$ cat config.mk
export PLATFORM = sky130hd
export DESIGN_NAME = farm1_frame_acceptance
export DESIGN_NICKNAME = d
export VERILOG_FILES = /design/src/rtl/f1fa_pkg.sv /design/src/rtl/f1fa_cfg_regs.sv /design/src/rtl/f1fa_engine.sv /design/src/rtl/farm1_frame_acceptance.sv
export SDC_FILE = /design/constraint.sdc
export NUM_CORES = 1
export LEC_CHECK = 0
export ABC_AREA = 1
export BUFFER_PORTS_ARGS = -buffer_cell sky130_fd_sc_hd__buf_2
export CAP_MARGIN = 0
export CORE_MARGIN = 2
export CORE_UTILIZATION = 58
export CTS_CLUSTER_DIAMETER = 80
export DETAILED_ROUTE_END_ITERATION = 7
export PLACE_DENSITY = 0.8
export RECOVER_POWER = 50
export SYNTH_ARGS = -nofsm -noshare
export SYNTH_HDL_FRONTEND = slang
export SYNTH_SLANG_ARGS = --single-unit
export TNS_END_PERCENT = 50
$ cat constraint.sdc
create_clock -name i_clk -period 3.8 [get_ports i_clk]
set_input_delay 0.19 -clock i_clk [delete_from_list [all_inputs] [get_ports i_clk]]
set_output_delay 0.19 -clock i_clk [all_outputs]
set_load 0.005 [all_outputs]
$ cat src/rtl/f1fa_pkg.sv
// Package for the FARM-1 receiver: codes, field layouts and shared types.
// Used by every module of the block; no dependencies.
package f1fa_pkg;

    localparam int unsigned HEADER_OCTETS = 5;
    localparam int unsigned CHECK_OCTETS  = 2;

    localparam int unsigned IN_TDATA_W  = 48;
    localparam int unsigned IN_TUSER_W  = 2;
    localparam int unsigned OUT_TDATA_W = 24;
    localparam int unsigned OUT_TUSER_W = 1;
    localparam int unsigned CFG_IDX_W   = 3;
    localparam int unsigned CFG_DATA_W  = 8;

    // config register indexes
    localparam logic [CFG_IDX_W-1:0] CFG_WINDOW_WIDTH = 3'd0;
    localparam logic [CFG_IDX_W-1:0] CFG_RETX_LIMIT   = 3'd1;
    localparam logic [CFG_IDX_W-1:0] CFG_ECF_PRESENT  = 3'd2;
    localparam logic [CFG_IDX_W-1:0] CFG_UNLOCK       = 3'd3;
    localparam logic [CFG_IDX_W-1:0] CFG_SETVR_FIRST  = 3'd4;
    localparam logic [CFG_IDX_W-1:0] CFG_SETVR_SECOND = 3'd5;

    // input function codes
    localparam logic [1:0] FUNC_FRAME  = 2'd0;
    localparam logic [1:0] FUNC_REPORT = 2'd1;
    localparam logic [1:0] FUNC_FREED  = 2'd2;
    localparam logic [1:0] FUNC_RESET  = 2'd3;

    // service types
    localparam logic [1:0] SVC_AD  = 2'd0;
    localparam logic [1:0] SVC_BD  = 2'd1;
    localparam logic [1:0] SVC_BC  = 2'd2;
    localparam logic [1:0] SVC_RSV = 2'd3;

    // FARM states
    localparam logic [1:0] MODE_OPEN    = 2'd0;
    localparam logic [1:0] MODE_WAIT    = 2'd1;
    localparam logic [1:0] MODE_LOCKOUT = 2'd2;

    // event codes
    localparam logic [3:0] EV_NONE       = 4'd0;
    localparam logic [3:0] EV_IN_SEQ     = 4'd1;
    localparam logic [3:0] EV_NO_BUF     = 4'd2;
    localparam logic [3:0] EV_POS_WIN    = 4'd3;
    localparam logic [3:0] EV_NEG_WIN    = 4'd4;
    localparam logic [3:0] EV_LOCKOUT    = 4'd5;
    localparam logic [3:0] EV_BD         = 4'd6;
    localparam logic [3:0] EV_UNLOCK     = 4'd7;
    localparam logic [3:0] EV_SETVR      = 4'd8;
    localparam logic [3:0] EV_BAD_CTRL   = 4'd9;
    localparam logic [3:0] EV_RES_FREED  = 4'd10;
    localparam logic [3:0] EV_REPORT     = 4'd11;

    typedef struct packed {
        logic [7:0] window_width;
        logic       retx_limit;
        logic       ecf_present;
        logic [7:0] unlock_octet;
        logic [7:0] setvr_first;
        logic [7:0] setvr_second;
    } t_cfg;

    typedef struct packed {
        logic [1:0]  func;
        logic [1:0]  service_type;
        logic [7:0]  frame_seq;
        logic        buffer_available;
        logic        resources_free;
        logic [10:0] frame_length;
        logic [7:0]  cmd_first;
        logic [7:0]  cmd_second;
        logic [7:0]  cmd_third;
    } t_item;

    typedef struct packed {
        logic [1:0] mode;
        logic       lockout;
        logic       wait_bit;
        logic       retx;
        logic [1:0] b_count;
        logic [7:0] vr;
    } t_farm;

    typedef struct packed {
        logic [3:0] event_code;
        logic       notice;
        logic       forward_frame;
        logic       drop_frame;
        logic       report_valid;
    } t_verdict;

endpackage

$ cat src/rtl/f1fa_cfg_regs.sv
// Configuration register file of the FARM-1 receiver.
// Depends on f1fa_pkg.
module f1fa_cfg_regs (
    input  logic                          i_clk,
    input  logic                          i_rst_n,
    input  logic                          i_cfg_we,
    input  logic [f1fa_pkg::CFG_IDX_W-1:0]  i_cfg_idx,
    input  logic [f1fa_pkg::CFG_DATA_W-1:0] i_cfg_data,
    output f1fa_pkg::t_cfg                o_cfg
);
    import f1fa_pkg::*;

    t_cfg r_cfg;

    always_ff @(posedge i_clk) begin
        if (!i_rst_n) begin
            r_cfg.window_width <= 8'd10;
            r_cfg.retx_limit   <= 1'b1;
            r_cfg.ecf_present  <= 1'b1;
            r_cfg.unlock_octet <= 8'd0;
            r_cfg.setvr_first  <= 8'd130;
            r_cfg.setvr_second <= 8'd0;
        end else if (i_cfg_we) begin
            case (i_cfg_idx)
                CFG_WINDOW_WIDTH: r_cfg.window_width <= i_cfg_data;
                CFG_RETX_LIMIT:   r_cfg.retx_limit   <= i_cfg_data[0];
                CFG_ECF_PRESENT:  r_cfg.ecf_present  <= i_cfg_data[0];
                CFG_UNLOCK:       r_cfg.unlock_octet <= i_cfg_data;
                CFG_SETVR_FIRST:  r_cfg.setvr_first  <= i_cfg_data;
                CFG_SETVR_SECOND: r_cfg.setvr_second <= i_cfg_data;
                default: ;
            endcase
        end
    end

    assign o_cfg = r_cfg;

endmodule

$ cat src/rtl/f1fa_engine.sv
// FARM-1 decision logic: classifies one item and computes next state and verdict.
// Purely combinational; depends on f1fa_pkg.
module f1fa_engine #(
    parameter int unsigned HEADER_OCTETS = f1fa_pkg::HEADER_OCTETS,
    parameter int unsigned CHECK_OCTETS  = f1fa_pkg::CHECK_OCTETS
) (
    input  f1fa_pkg::t_item    i_item,
    input  f1fa_pkg::t_farm    i_farm,
    input  f1fa_pkg::t_cfg     i_cfg,
    output f1fa_pkg::t_farm    o_farm,
    output f1fa_pkg::t_verdict o_verdict
);
    import f1fa_pkg::*;

    localparam logic [10:0] LEN_BASE_NO_ECF = 11'(HEADER_OCTETS);
    localparam logic [10:0] LEN_BASE_ECF    = 11'(HEADER_OCTETS + CHECK_OCTETS);

    logic [7:0]  ahead;
    logic [7:0]  behind;
    logic [7:0]  pos_w;
    logic [7:0]  neg_w;
    logic [10:0] len_base;
    logic        is_unlock;
    logic        is_setvr;
    t_farm       n_farm;
    t_verdict    vd;

    assign ahead     = i_item.frame_seq - i_farm.vr;
    assign behind    = i_farm.vr - i_item.frame_seq;
    assign pos_w     = i_cfg.retx_limit ? {1'b0, i_cfg.window_width[7:1]} : i_cfg.window_width;
    assign neg_w     = i_cfg.retx_limit ? {1'b0, i_cfg.window_width[7:1]} : 8'd0;
    assign len_base  = i_cfg.ecf_present ? LEN_BASE_ECF : LEN_BASE_NO_ECF;
    assign is_unlock = (i_item.frame_length == len_base + 11'd1)
                       && (i_item.cmd_first == i_cfg.unlock_octet);
    assign is_setvr  = (i_item.frame_length == len_base + 11'd3)
                       && (i_item.cmd_first == i_cfg.setvr_first)
                       && (i_item.cmd_second == i_cfg.setvr_second);

    always_comb begin
        n_farm = i_farm;
        vd     = '0;
        case (i_item.func)
            FUNC_FRAME: begin
                case (i_item.service_type)
                    SVC_AD: begin
                        vd.drop_frame = 1'b1;
                        if (i_item.frame_seq == i_farm.vr) begin
                            if (i_item.buffer_available) begin
                                vd.event_code = EV_IN_SEQ;
                                if (i_farm.mode == MODE_OPEN) begin
                                    vd.forward_frame = 1'b1;
                                    vd.drop_frame    = 1'b0;
                                    n_farm.vr        = i_farm.vr + 8'd1;
                                    n_farm.retx      = 1'b0;
                                end else if (i_farm.mode == MODE_WAIT) begin
                                    vd.notice = 1'b1;
                                end
                            end else begin
                                vd.event_code = EV_NO_BUF;
                                if (i_farm.mode == MODE_OPEN) begin
                                    n_farm.retx     = 1'b1;
                                    n_farm.wait_bit = 1'b1;
                                    n_farm.mode     = MODE_WAIT;
                                end
                            end
                        end else if (ahead < pos_w) begin
                            vd.event_code = EV_POS_WIN;
                            if (i_farm.mode == MODE_OPEN) begin
                                n_farm.retx = 1'b1;
                            end
                        end else if ((behind != 8'd0) && (behind <= neg_w)) begin
                            vd.event_code = EV_NEG_WIN;
                        end else begin
                            vd.event_code  = EV_LOCKOUT;
                            n_farm.lockout = 1'b1;
                            n_farm.mode    = MODE_LOCKOUT;
                        end
                    end
                    SVC_BD: begin
                        vd.event_code    = EV_BD;
                        vd.forward_frame = 1'b1;
                        n_farm.b_count   = i_farm.b_count + 2'd1;
                    end
                    SVC_BC: begin
                        vd.drop_frame = 1'b1;
                        if (is_unlock) begin
                            vd.event_code   = EV_UNLOCK;
                            n_farm.b_count  = i_farm.b_count + 2'd1;
                            n_farm.retx     = 1'b0;
                            n_farm.wait_bit = 1'b0;
                            n_farm.lockout  = 1'b0;
                            n_farm.mode     = MODE_OPEN;
                        end else if (is_setvr) begin
                            vd.event_code  = EV_SETVR;
                            n_farm.b_count = i_farm.b_count + 2'd1;
                            if (i_farm.mode == MODE_OPEN || i_farm.mode == MODE_WAIT) begin
                                n_farm.retx     = 1'b0;
                                n_farm.wait_bit = 1'b0;
                                n_farm.vr       = i_item.cmd_third;
                                n_farm.mode     = MODE_OPEN;
                            end
                        end else begin
                            vd.event_code = EV_BAD_CTRL;
                        end
                    end
                    default: begin
                        vd.event_code = EV_BAD_CTRL;
                        vd.drop_frame = 1'b1;
                    end
                endcase
            end
            FUNC_REPORT: begin
                vd.event_code   = EV_REPORT;
                vd.report_valid = 1'b1;
            end
            FUNC_FREED: begin
                if (i_item.resources_free && i_farm.wait_bit) begin
                    vd.event_code   = EV_RES_FREED;
                    n_farm.wait_bit = 1'b0;
                    if (i_farm.mode == MODE_WAIT) begin
                        n_farm.mode = MODE_OPEN;
                    end
                end
            end
            default: begin
                n_farm = '0;
            end
        endcase
    end

    assign o_farm    = n_farm;
    assign o_verdict = vd;

endmodule

$ cat src/rtl/farm1_frame_acceptance.sv
// FARM-1 receiver of the COP-1 protocol. An accepted transaction passes an input
// register, combinational decision logic and an output register, which holds its
// result; one transaction is taken every cycle while the master side does not stall,
// since the FARM state (mode, flags, FARM-B counter, V(R)) is updated as the result
// is registered and is ready for the next item. A stall on the master side backs
// up through the output register, then the input register. Configuration writes
// take effect on the next cycle and are meant to occur while the block is idle.
// Depends on f1fa_pkg, f1fa_cfg_regs and f1fa_engine.
module farm1_frame_acceptance #(
    parameter int unsigned HEADER_OCTETS = f1fa_pkg::HEADER_OCTETS,
    parameter int unsigned CHECK_OCTETS  = f1fa_pkg::CHECK_OCTETS
) (
    input  logic                             i_clk,
    input  logic                             i_rst_n,
    // slave side
    input  logic                             i_s_tvalid,
    output logic                             o_s_tready,
    // [1:0] service_type, [9:2] frame_seq, [10] buffer_available, [11] resources_free,
    // [22:12] frame_length, [30:23] cmd_first, [38:31] cmd_second, [46:39] cmd_third
    input  logic [f1fa_pkg::IN_TDATA_W-1:0]  i_s_tdata,
    // [1:0] func
    input  logic [f1fa_pkg::IN_TUSER_W-1:0]  i_s_tuser,
    // master side
    output logic                             o_m_tvalid,
    input  logic                             i_m_tready,
    // [3:0] event_code, [4] notice, [5] forward_frame, [6] drop_frame, [8:7] farm_state,
    // [9] lockout_flag, [10] wait_flag, [11] retransmit_flag, [13:12] b_counter,
    // [21:14] expected_seq
    output logic [f1fa_pkg::OUT_TDATA_W-1:0] o_m_tdata,
    // [0] report_valid
    output logic [f1fa_pkg::OUT_TUSER_W-1:0] o_m_tuser,
    // configuration
    input  logic                             i_cfg_we,
    input  logic [f1fa_pkg::CFG_IDX_W-1:0]   i_cfg_idx,
    input  logic [f1fa_pkg::CFG_DATA_W-1:0]  i_cfg_data
);
    import f1fa_pkg::*;

    t_cfg     cfg;
    t_item    r_item;
    logic     r_item_valid;
    t_farm    r_farm;
    t_farm    n_farm;
    t_verdict verdict;
    logic     r_out_valid;
    logic [OUT_TDATA_W-1:0] r_out_data;
    logic [OUT_TUSER_W-1:0] r_out_user;
    logic     in_accept;
    logic     advance;

    f1fa_cfg_regs u_cfg (
        .i_clk      (i_clk),
        .i_rst_n    (i_rst_n),
        .i_cfg_we   (i_cfg_we),
        .i_cfg_idx  (i_cfg_idx),
        .i_cfg_data (i_cfg_data),
        .o_cfg      (cfg)
    );

    f1fa_engine #(
        .HEADER_OCTETS (HEADER_OCTETS),
        .CHECK_OCTETS  (CHECK_OCTETS)
    ) u_engine (
        .i_item    (r_item),
        .i_farm    (r_farm),
        .i_cfg     (cfg),
        .o_farm    (n_farm),
        .o_verdict (verdict)
    );

    assign advance    = r_item_valid && (!r_out_valid || i_m_tready);
    assign o_s_tready = !r_item_valid || advance;
    assign in_accept  = i_s_tvalid && o_s_tready;

    always_ff @(posedge i_clk) begin
        if (!i_rst_n) begin
            r_item_valid <= 1'b0;
            r_out_valid  <= 1'b0;
            r_farm       <= '0;
        end else begin
            if (in_accept) begin
                r_item_valid <= 1'b1;
            end else if (advance) begin
                r_item_valid <= 1'b0;
            end
            if (advance) begin
                r_out_valid <= 1'b1;
                r_farm      <= n_farm;
            end else if (i_m_tready) begin
                r_out_valid <= 1'b0;
            end
        end
    end

    always_ff @(posedge i_clk) begin
        if (in_accept) begin
            r_item.func             <= i_s_tuser[1:0];
            r_item.service_type     <= i_s_tdata[1:0];
            r_item.frame_seq        <= i_s_tdata[9:2];
            r_item.buffer_available <= i_s_tdata[10];
            r_item.resources_free   <= i_s_tdata[11];
            r_item.frame_length     <= i_s_tdata[22:12];
            r_item.cmd_first        <= i_s_tdata[30:23];
            r_item.cmd_second       <= i_s_tdata[38:31];
            r_item.cmd_third        <= i_s_tdata[46:39];
        end
        if (advance) begin
            r_out_data <= {2'b00, n_farm.vr, n_farm.b_count, n_farm.retx, n_farm.wait_bit,
                           n_farm.lockout, n_farm.mode, verdict.drop_frame,
                           verdict.forward_frame, verdict.notice, verdict.event_code};
            r_out_user <= verdict.report_valid;
        end
    end

    assign o_m_tvalid = r_out_valid;
    assign o_m_tdata  = r_out_data;
    assign o_m_tuser  = r_out_user;

endmodule

# == Word level (Yosys, flattened, before mapping) ==
# Cells that the tools add are included.
# totals
elab_cells,141
reg_bits,123
input_bits,66
# op_classes
magnitude_cmp,2
bitwise_logic,4
muxes,59
eq_ne,16
add_sub_neg,6
reduce_logical,27
# ops
cell,n
two-way mux 8 bit,6
equality test 8 bit,4
two-way mux 2 bit,15
one-hot mux 4 bit (3 select lines),2
equality test 11 bit,2
one-hot mux 11 bit (2 select lines),1
two-way mux 1 bit,18
two-way mux 4 bit,4
one-hot mux 8 bit (2 select lines),1
subtractor 8 bit,2
two-way mux 12 bit,1
AND reduction 2 bit,6
"adder 11 x 1 -> 11 bit, second input constant",1
"adder 11 x 2 -> 11 bit, second input constant",1
one-hot mux 5 bit (2 select lines),1
two-way mux 3 bit,3
"adder 8 x 1 -> 8 bit, second input constant",1
less-or-equal comparator 8 bit,1
less-than comparator 8 bit,1
nonzero test 8 bit,1
logical AND 1 bit,7
two-way mux 7 bit,1
"equality test 2 x 1 -> 1 bit, second input constant",3
"equality test 3 x 2 -> 1 bit, second input constant",2
other kinds (16),29

# == Logic depth before layout (Yosys ltp) ==
# Gate-level depths: netlist of the first run.
# logic_depth
word_depth,9
mapped_depth,27
depth_no_buf,26

# == Cells and area by module ==
# From an unflattened synthesis of the first run, not the netlist that was laid out.
# unflattened
cells_unflattened,961
hier_area_um2,7453.4
# by_module_without_submodules
module,n_inst,seq_area_each_um2,cells_each,area_each_um2
farm1_frame_acceptance,1,2502.4,186,3069.2
f1fa_engine,1,0.0,572,2994.1
f1fa_cfg_regs,1,680.7,203,1390.1

# == Least setup slack after synthesis of the first run ==
# No wires, ideal clock.
# synth_timing
path_kind,register to register
start,register r_item[37] (netlist name)
end,register r_out_data[9] (netlist: o_m_tdata[9]) (data pin)
n_path_buf,0
synth_period_minus_slack_ns,3.000
path_stages_with_launch,22
slack_ns,0.800
arrival_ns,2.750
required_time_ns,3.549
cell_sequence,edfxtp_1 > inv_1 > ha_1 > inv_1 > fa_1 > a21oi_1 > o21bai_1 > a21oi_1 > nor2_1 > nor2_1 > xor2_1 > ha_1 > nand2_1 > nor2_1 > a211oi_1 > a21oi_1 > nand3_1 > nand2_1 > nand2_1 > nand2_1 > nand2_1 > inv_1
# synth_lines
element,line_no,source
"start, declared",farm1_frame_acceptance.sv:40,t_item r_item;
"end signal, assigned",farm1_frame_acceptance.sv:108,"r_out_data <= {2'b00, n_farm.vr, n_farm.b_count, n_farm.retx, n_farm.wait_bit,"
"end, declared",farm1_frame_acceptance.sv:46,logic [OUT_TDATA_W-1:0] r_out_data;

==> results of run 1 <==
==> worst max-delay path, cell delays in order (launching register included) <==
cell and delay (ns):
edfxtp_1 0.38, inv_1 0.07, ha_1 0.16, inv_1 0.06, fa_1 0.39, a21oi_1 0.19
o21bai_1 0.12, a21oi_1 0.15, nor2_1 0.07, nor2_1 0.11, xor2_1 0.08, ha_1 0.29
nand2_1 0.05, nor2_1 0.11, a211oi_1 0.07, buf_4 0.15, a21oi_1 0.31, nand2_1 0.11
nand2_1 0.07, nand2_1 0.05, nand2_1 0.06, nand2_1 0.05, nand2_1 0.08, inv_1 0.06
==> per-stage QoR <==
stage                     hold WS, ns  utilization [%]
after floorplan                 0.289                -
after global routing           0.0781             72.3
final                          0.0720             72.3
after global placement          0.366             63.5
after CTS                      0.0370             72.5
after detailed placement        0.368             63.5
==> layer usage <==
layer  wire [um]  GRT usage (%)  up-vias  share of wire [%]
li1            -              -     3145                  -
met5           0              0        -                  0
met3        1140           7.07       48                6.6
met2        8470           48.1      239                 49
met1        7170           33.5     2834                 41
met4         548           12.5        0                3.2
==> what timing repair did <==
action / 4_1_cts / 5_1_grt
hold endpoints to repair: 49 / 0
hold buffers: 49 / 0
resized for setup: 0 / 2
setup endpoints to repair: 0 / 1
==> registers in the layout (all words and copies together), names as in the netlist <==
signal	flops
o_m_tvalid	1
o_m_tdata	22
r_item	49
r_farm	15
o_m_tuser	1
r_item_valid	1
u_cfg.o_cfg	34
==> cell usage in the layout (no fill, tap or decap), drive strengths merged, types with 2 or more instances in the layout <==
| master | synthesis | final |
|---|---|---|
| a211oi | 2 | 2 |
| o21ai | 60 | 60 |
| a31oi | 2 | 2 |
| dlygate4sd3 | 0 | 49 |
| buf | 9 | 77 |
| nor4 | 2 | 2 |
| edfxtp | 72 | 72 |
| clkinvlp | 0 | 2 |
| nand3 | 58 | 58 |
| nand4 | 12 | 12 |
| dfxtp | 51 | 51 |
| inv | 130 | 134 |
| nor3 | 2 | 2 |
| nand3b | 3 | 3 |
| a21boi | 6 | 6 |
| xor2 | 24 | 24 |
| nand2 | 227 | 227 |
| clkbuf | 14 | 36 |
| conb | 1 | 2 |
| a21oi | 69 | 69 |
| nor2 | 93 | 93 |
| o211ai | 3 | 3 |
| ha | 37 | 37 |
| fa | 2 | 2 |
| clkinv | 1 | 6 |
==> layout make-up <==
type                    instances  area share (%)
repair buffers                142            11.0
clock buffers                  20            5.43
multi-input cells             610            37.5
inverters                     131            5.71
clock inverters                12            1.28
well taps                     147            2.13
flip-flops and latches        123            37.0
==> report_power, final <==
group | internal [mW] | switching (mW)
logic | 0.242 | 0.368
registers | 1.49 | 0.0519
clock network | 0.959 | 0.621
total | 2.69 | 1.04
==> worst paths after layout <==
| check | to | startpoint | slack [ns] | cells after the start |
|---|---|---|---|---|
| worst min register to register | u_cfg.o_cfg[4] | u_cfg.o_cfg[4] | 0.47 | 2 |
| worst min-delay path | u_cfg.o_cfg[29] | i_cfg_data[3] | 0.07 | 3 |
| worst max register to register | o_m_tdata[7] | r_item[37] | 0.30 | 23 |
| worst max-delay path | o_m_tdata[7] | r_item[37] | 0.30 | 23 |
==> logic make-up after synthesis <==
logic type,after synthesis,share of synthesized area [%]
flops,123,45.4
xor+xnor,25,3.23
buf+inv,154,8.63
other cells,1,0.0535
simple gates,399,24.5
fa+ha+maj,39,7.18
compound gates,145,11.0
==> results.yml, run 1 <==
sta:
  rsz0062_at_grt: "no"
  fin_ws_ns: 0.302
  period_minus_slack_ns: 3.50
  period_share_pct: 92.0
  fin_setup_tns_ns: 0
  worstMarginPinSlew_ns: 1.87
  setup_viol_count_final: 0
  hold_viol_final: 0
  finClkSkew_ns: 0.00916
  max_freq_mhz: 286
  slew_viol_final: 49
  slew_headroom_pct: -24.5
drt:
  antenna_left: 0
  drt_iter0_drc: 452
  totalWireLength_um: 17300
  viasPerCell: 5.29
  remaining_drc_errors: 0
  vias: 6266
  drtPass1Iterations: 7
  wl_per_cell_um: 14.6
outcome:
  outcome: "complete, but fails checks"
  failed_checks: "capacitance limit, slew limit"
logic_synthesis:
  synth_top_area_share_pct: 30.9
  ys_seq_elements: 123
  synth_area_leaders: "edfxtp_1 (31%), dfxtp_1 (15%), nand2_1 (12%)"
  synth-edff-count: 72
  ys_warn_count: 0
  synth_cell_type_count: 41
  yosysTopAreaCell: "edfxtp_1"
  syn_inst: 886
  synth.most_common_cell: "nand2_1"
  syn_area_per_cell_um2: 7.91
  synth_area_um2: 7010
  async_flop_share_pct: 0
  synth_top_cells_by_count: "nand2_1 (220), inv_1 (124), nor2_1 (87)"
  ys.flop_type: "edfxtp_1"
  synth-seq-area-share_pct: 45.4
setup_path:
  worst_setup_path_start_kind: "register"
  worstPathRequired_ns: 3.98
  critical_path_class: "reg2reg"
  cp_max_fo: 4
  critPathCaptureType: "register"
  arrival_ns: 3.68
floorplan:
  die_area_um2: 13000
  core_area_um2: 11900
  fp.dieH_um: 114
  initial_core_util_pct: 58.8
  num_rows: 40
  io_pins: 93
  chipWidth_um: 114
global_routing:
  grt_pass1_vias: 6029
  globalRouteTotalUtil_pct: 28.1
  antenna_found_initial: 0
  grt_pass1_wl_um: 28300
  grt_max_degree: 50
  grt.overflow.total: 0
power:
  ir_worst_vdd_v: 0.000592
  p_leak_nw: 4.09
  power_density_nw_per_um2: 433
  finalPower_mw: 3.73
clock_tree:
  cts.sinks: 123
  clkTransAtPathRegs_ns: 0.06
  cts_buffers: 17
  cts_setup_buffers: 0
  clock_latency_ns: 0.43
  htreeDepth: 4
  tritoncts: "yes"
  ctsLongestPathBuffers: 2
  clockRootBuffer: "clkbuf_16"
placed_design:
  post-place-cells: 1104
  postPlaceCellArea_um2: 7570
  dp_slack_ns: 0.350
  place.detailed.hpwl_um: 11600
  globalplace.congestion: 0.911
  port_buffers: 89
finish:
  final_cells: 1185
  drive_gt1_share_pct: 13.1
  regArea_um2: 3180
  n_fill_cell: 924
  design_area_um2: 8620
  syn2layout_area_growth_pct: 23.0
  multiInputGateArea_um2: 3230
  antenna_cells: 0
  nNetsFinal: 1130
run:
  cap_violations: 1
hold_path:
  holdCritPathClass: "in2reg"
Power figures use the tool's default switching activity.
==> inputs of run 2 (changes only) <==
Settings changed: CORE_UTILIZATION 58 to 55, PLACE_DENSITY 0.8 to 0.77.
Clock period 3.8 ns to 3.5 ns, I/O delays scaled along.
==> results.yml, run 2 (synthesis gave the netlist of run 1 again) <==
global_routing:
  use_met1_pct: 31.4
  grt.overflow.total: 0
  grt_pass1_vias: 6002
  antenna_found_initial: 0
  grt_pass1_wl_um: 28100
  grt_util_met2_pct: 46.9
  grt_max_degree: 50
  globalRouteTotalUtil_pct: 26.7
  use_met3_pct: 6.18
  busiest_layer: "met2"
drt:
  vias: 6263
  drtPass1Iterations: 5
  wl_per_cell_um: 14.0
  totalWireLength_um: 17000
  antenna_left: 0
  drt_iter0_drc: 442
  viasPerCell: 5.16
  remaining_drc_errors: 0
clock_tree:
  tritoncts: "yes"
  cts_buffers: 17
  clockRootBuffer: "clkbuf_16"
  ctsLongestPathBuffers: 2
  clock_latency_ns: 0.42
  htreeDepth: 4
  clkTransAtPathRegs_ns: 0.06
  cts.sinks: 123
finish:
  regMostFlops: "r_item"
  n_fill_cell: 1026
  final_common_cell: "nand2_1"
  drive_gt1_share_pct: 13.1
  largest_reg_flops: 49
  nNetsFinal: 1134
  syn2layout_area_growth_pct: 24.8
  final_cells: 1214
  layout_common_cells: "nand2_1 (220), inv_1 (122), nor2_1 (87)"
  antenna_cells: 0
sta:
  period_share_pct: 93.2
  fin_setup_tns_ns: 0
  max_freq_mhz: 306
  setup_viol_count_final: 0
  slew_viol_final: 0
  hold_viol_final: 0
  slew_headroom_pct: 29.8
  period_minus_slack_ns: 3.26
  worstMarginPinSlew_ns: 1.05
  finClkSkew_ns: 0.00943
  rsz0062_at_grt: "yes"
  fin_ws_ns: 0.237
floorplan:
  io_pins: 93
  core_area_um2: 12500
  initial_core_util_pct: 56.0
  chipWidth_um: 117
  num_rows: 41
  fp.dieH_um: 117
  die_area_um2: 13700
power:
  p_leak_nw: 4.11
  power_density_nw_per_um2: 474
  finalPower_mw: 4.15
  ir_worst_vdd_v: 0.000375
placed_design:
  dp_slack_ns: 0.0942
  post-place-cells: 1131
  port_buffers: 89
  place.detailed.hpwl_um: 11500
  globalplace.congestion: 0.925
run:
  cap_violations: 0
setup_path:
  critical_path_class: "reg2reg"
  worstPathRequired_ns: 3.67
  critPathCaptureType: "register"
  cp_max_fo: 6
  worst_setup_path_start_kind: "register"
  arrival_ns: 3.43
hold_path:
  holdCritPathClass: "in2reg"
outcome:
  outcome: "completed"
## run 2: changes by cell type in the layout (fill, tap and decap cells not counted), moves of 3 or more
| cell | delta |
|---|---|
| clkbuf_1 | +12 |
| a21oi_2 | +3 |
| buf_4 | +4 |
| buf_2 | -11 |
| a21oi_1 | -3 |
## run 2: metal layers
metal | share of wire, % | up-vias
met5 | 0 | -
met4 | 3.0 | 0
li1 | - | 3159
met1 | 41 | 2824
met3 | 6.8 | 42
met2 | 49 | 238
## run 2: worst paths after layout
kind / from / to / slack [ns] / cells after the start
setup / recovery: r_farm[0] / o_m_tdata[0] / 0.24 / 23
hold / removal: i_s_tvalid / r_item_valid / 0.05 / 3
setup reg to reg: r_farm[0] / o_m_tdata[0] / 0.24 / 23
hold reg to reg: u_cfg.o_cfg[18] / u_cfg.o_cfg[18] / 0.47 / 2
## run 2: timing repair
action / in CTS / in global routing
setup buffers: 0 / 2
endpoints found under the setup margin: 0 / 11
gates resized for setup: 0 / 10
hold endpoints to repair: 49 / 0
hold buffers: 49 / 0
## run 2: metrics by stage
step | util [%] | hold slack [ns] | cell area, um^2
CTS | 69.7 | 0.0370 | 8730
global route | 69.9 | 0.0557 | 8740
finish | 69.9 | 0.0500 | 8740
floorplan | - | 0.274 | 7010
global placement | 60.8 | 0.351 | 7610
detailed placement | 60.8 | 0.353 | 7610
## run 2: cell type report
cell class | count | area, um^2 | share of cell area [%]
sequential | 123 | 3180 | 36.4
clock buffer | 22 | 528 | 6.04
timing repair buffer | 146 | 961 | 11.0
inverter | 131 | 492 | 5.62
clock inverter | 10 | 97.6 | 1.12
tap | 172 | 215 | 2.46
multi-input combinational | 610 | 3270 | 37.4
## run 2: report_power, final
| part | total, mW | switching (mW) | internal (mW) |
|---|---|---|---|
| logic | 0.670 | 0.402 | 0.268 |
| registers | 1.67 | 0.0555 | 1.62 |
| clock network | 1.80 | 0.656 | 1.15 |
## run 2: critical path: stages, from the launching register on
cell     delay (ns)
dfxtp_1        0.33
buf_4          0.16
inv_1          0.16
ha_1           0.19
inv_1          0.07
fa_1           0.42
nand2_1        0.09
inv_1          0.06
nor2_1         0.14
ha_1           0.25
nand2_1        0.08
inv_1          0.04
nand2_1        0.06
nand2_1        0.05
nand2_1        0.05
nand2_1        0.05
nand2_1        0.05
nand2_1        0.04
nand2_1        0.05
nand3_1        0.18
o21ai_0        0.22
o21ai_1        0.09
nand3_1        0.08
o21ai_1        0.07
==> inputs of run 3 (changes only) <==
Settings changed: CORE_MARGIN 2 to unset, MAX_ROUTING_LAYER set to met4.
==> results.yml, run 3 (synthesis gave the netlist of run 1 again) <==
sta:
  rsz0062_at_grt: "yes"
  worstMarginPinSlew_ns: 1.93
  hold_viol_final: 0
  period_minus_slack_ns: 3.25
  finClkSkew_ns: 0.00762
  slew_headroom_pct: -28.7
  max_freq_mhz: 307
  slew_viol_final: 49
  setup_viol_count_final: 0
  fin_ws_ns: 0.246
  period_share_pct: 93.0
global_routing:
  grt_pass1_wl_um: 27900
  antenna_found_initial: 0
  grt_pass1_vias: 5943
  grt_max_degree: 50
  use_met1_pct: 32.5
  busiest_layer: "met2"
  use_met3_pct: 6.17
  globalRouteTotalUtil_pct: 28.6
  grt_util_met2_pct: 48.7
  grt.overflow.total: 0
finish:
  antenna_cells: 0
  regMostFlops: "r_item"
  n_fill_cell: 1016
  syn2layout_area_growth_pct: 23.9
  regArea_um2: 3180
  largest_reg_flops: 49
  layout_common_cells: "nand2_1 (220), inv_1 (123), nor2_1 (87)"
  multiInputGateArea_um2: 3250
  drive_gt1_share_pct: 13.1
  nNetsFinal: 1134
  final_common_cell: "nand2_1"
  final_cells: 1210
clock_tree:
  ctsLongestPathBuffers: 2
  tritoncts: "yes"
  clockRootBuffer: "clkbuf_16"
  cts.sinks: 123
  cts_buffers: 17
  clock_latency_ns: 0.42
  cts_setup_buffers: 0
  clkTransAtPathRegs_ns: 0.06
  htreeDepth: 4
run:
  cap_violations: 1
drt:
  totalWireLength_um: 17200
  drt_iter0_drc: 352
  wl_per_cell_um: 14.2
  vias: 6269
  drtPass1Iterations: 4
  viasPerCell: 5.18
  remaining_drc_errors: 0
  antenna_left: 0
floorplan:
  core_area_um2: 12200
  io_pins: 93
  fp.dieH_um: 115
  initial_core_util_pct: 57.4
  num_rows: 40
  die_area_um2: 13200
  chipWidth_um: 115
placed_design:
  post-place-cells: 1129
  place.detailed.hpwl_um: 11900
  globalplace.congestion: 0.926
  port_buffers: 89
  dp_slack_ns: 0.146
outcome:
  failed_checks: "capacitance limit, slew limit"
  outcome: "complete, but fails checks"
power:
  p_leak_nw: 4.09
  ir_worst_vdd_v: 0.000365
  power_density_nw_per_um2: 466
setup_path:
  r2r_setup_slack_ns: 0.25
  worst_setup_path_start_kind: "register"
  critical_path_class: "reg2reg"
  arrival_ns: 3.43
  critPathCaptureType: "register"
  cp_max_fo: 4
  worstPathRequired_ns: 3.67
hold_path:
  holdCritPathClass: "in2reg"
## run 3: changes by cell type in the layout (fill, tap and decap cells not counted), moves of 3 or more
cell	previous run	this run
inv_4	3	0
clkbuf_1	28	21
clkinv_4	4	1
a21oi_2	5	2
buf_2	61	71
clkbuf_16	20	17
clkinvlp_4	0	4
## run 3: critical path: stages (launching register included)
cell,delay [ns]
edfxtp_1,0.40
inv_1,0.07
ha_1,0.15
inv_1,0.05
fa_1,0.40
a21oi_1,0.18
o21bai_1,0.10
a21oi_1,0.13
nor2_1,0.05
nor2_1,0.11
xor2_1,0.08
ha_1,0.30
nand2_1,0.05
nor2_1,0.14
a211oi_2,0.05
buf_4,0.15
a21oi_4,0.18
nand2_1,0.07
nand2_1,0.06
nand2_1,0.05
nand2_1,0.06
nand2_1,0.05
nand2_1,0.08
inv_1,0.05
## run 3: repair_timing
| item | in CTS | in global routing |
|---|---|---|
| hold endpoints to repair | 49 | 0 |
| hold buffers | 49 | 0 |
| endpoints found under the setup margin | 0 | 8 |
| resized for setup | 0 | 4 |
## run 3: layout make-up
| type | count | share of cell area (%) |
|---|---|---|
| repair buffers | 146 | 11.2 |
| multi-input cells | 610 | 37.5 |
| flip-flops and latches | 123 | 36.7 |
| well taps | 168 | 2.42 |
| clock inverters | 11 | 1.38 |
| clock buffers | 21 | 5.19 |
| inverters | 131 | 5.66 |
## run 3: worst paths after layout
| path | to | from | depth (start not counted) |
|---|---|---|---|
| setup / recovery | o_m_tdata[7] | r_item[37] | 23 |
| hold / removal | u_cfg.o_cfg[29] | i_cfg_data[3] | 3 |
| setup reg to reg | o_m_tdata[7] | r_item[37] | 23 |
| hold reg to reg | u_cfg.o_cfg[19] | u_cfg.o_cfg[19] | 2 |
## run 3: through the flow
step                      power (mW)  setup TNS [ns]  util [%]  hold WS [ns]  area (um^2)
final                           4.05               0      71.1        0.0398         8680
after detailed placement        2.31               0      62.4         0.353         7620
after global placement          2.30               0      62.4         0.351         7620
after global routing            4.24         -0.0425      71.1        0.0411         8680
after floorplan                 2.12               0         -         0.274         7010
after CTS                       4.05               0      71.1        0.0271         8680
## run 3: report_power, final
part	internal, mW	leakage [nW]	switching (mW)
registers	1.62	1.12	0.0544
logic	0.275	2.71	0.405
clock network	1.06	0.265	0.633
## run 3: metal layers
metal | share of wire [%] | vias up | wire, um
met5 | 0 | - | 0
met4 | 2.9 | 0 | 502
met3 | 4.8 | 37 | 823
met2 | 49 | 176 | 8390
met1 | 43 | 2893 | 7440
li1 | - | 3163 | -
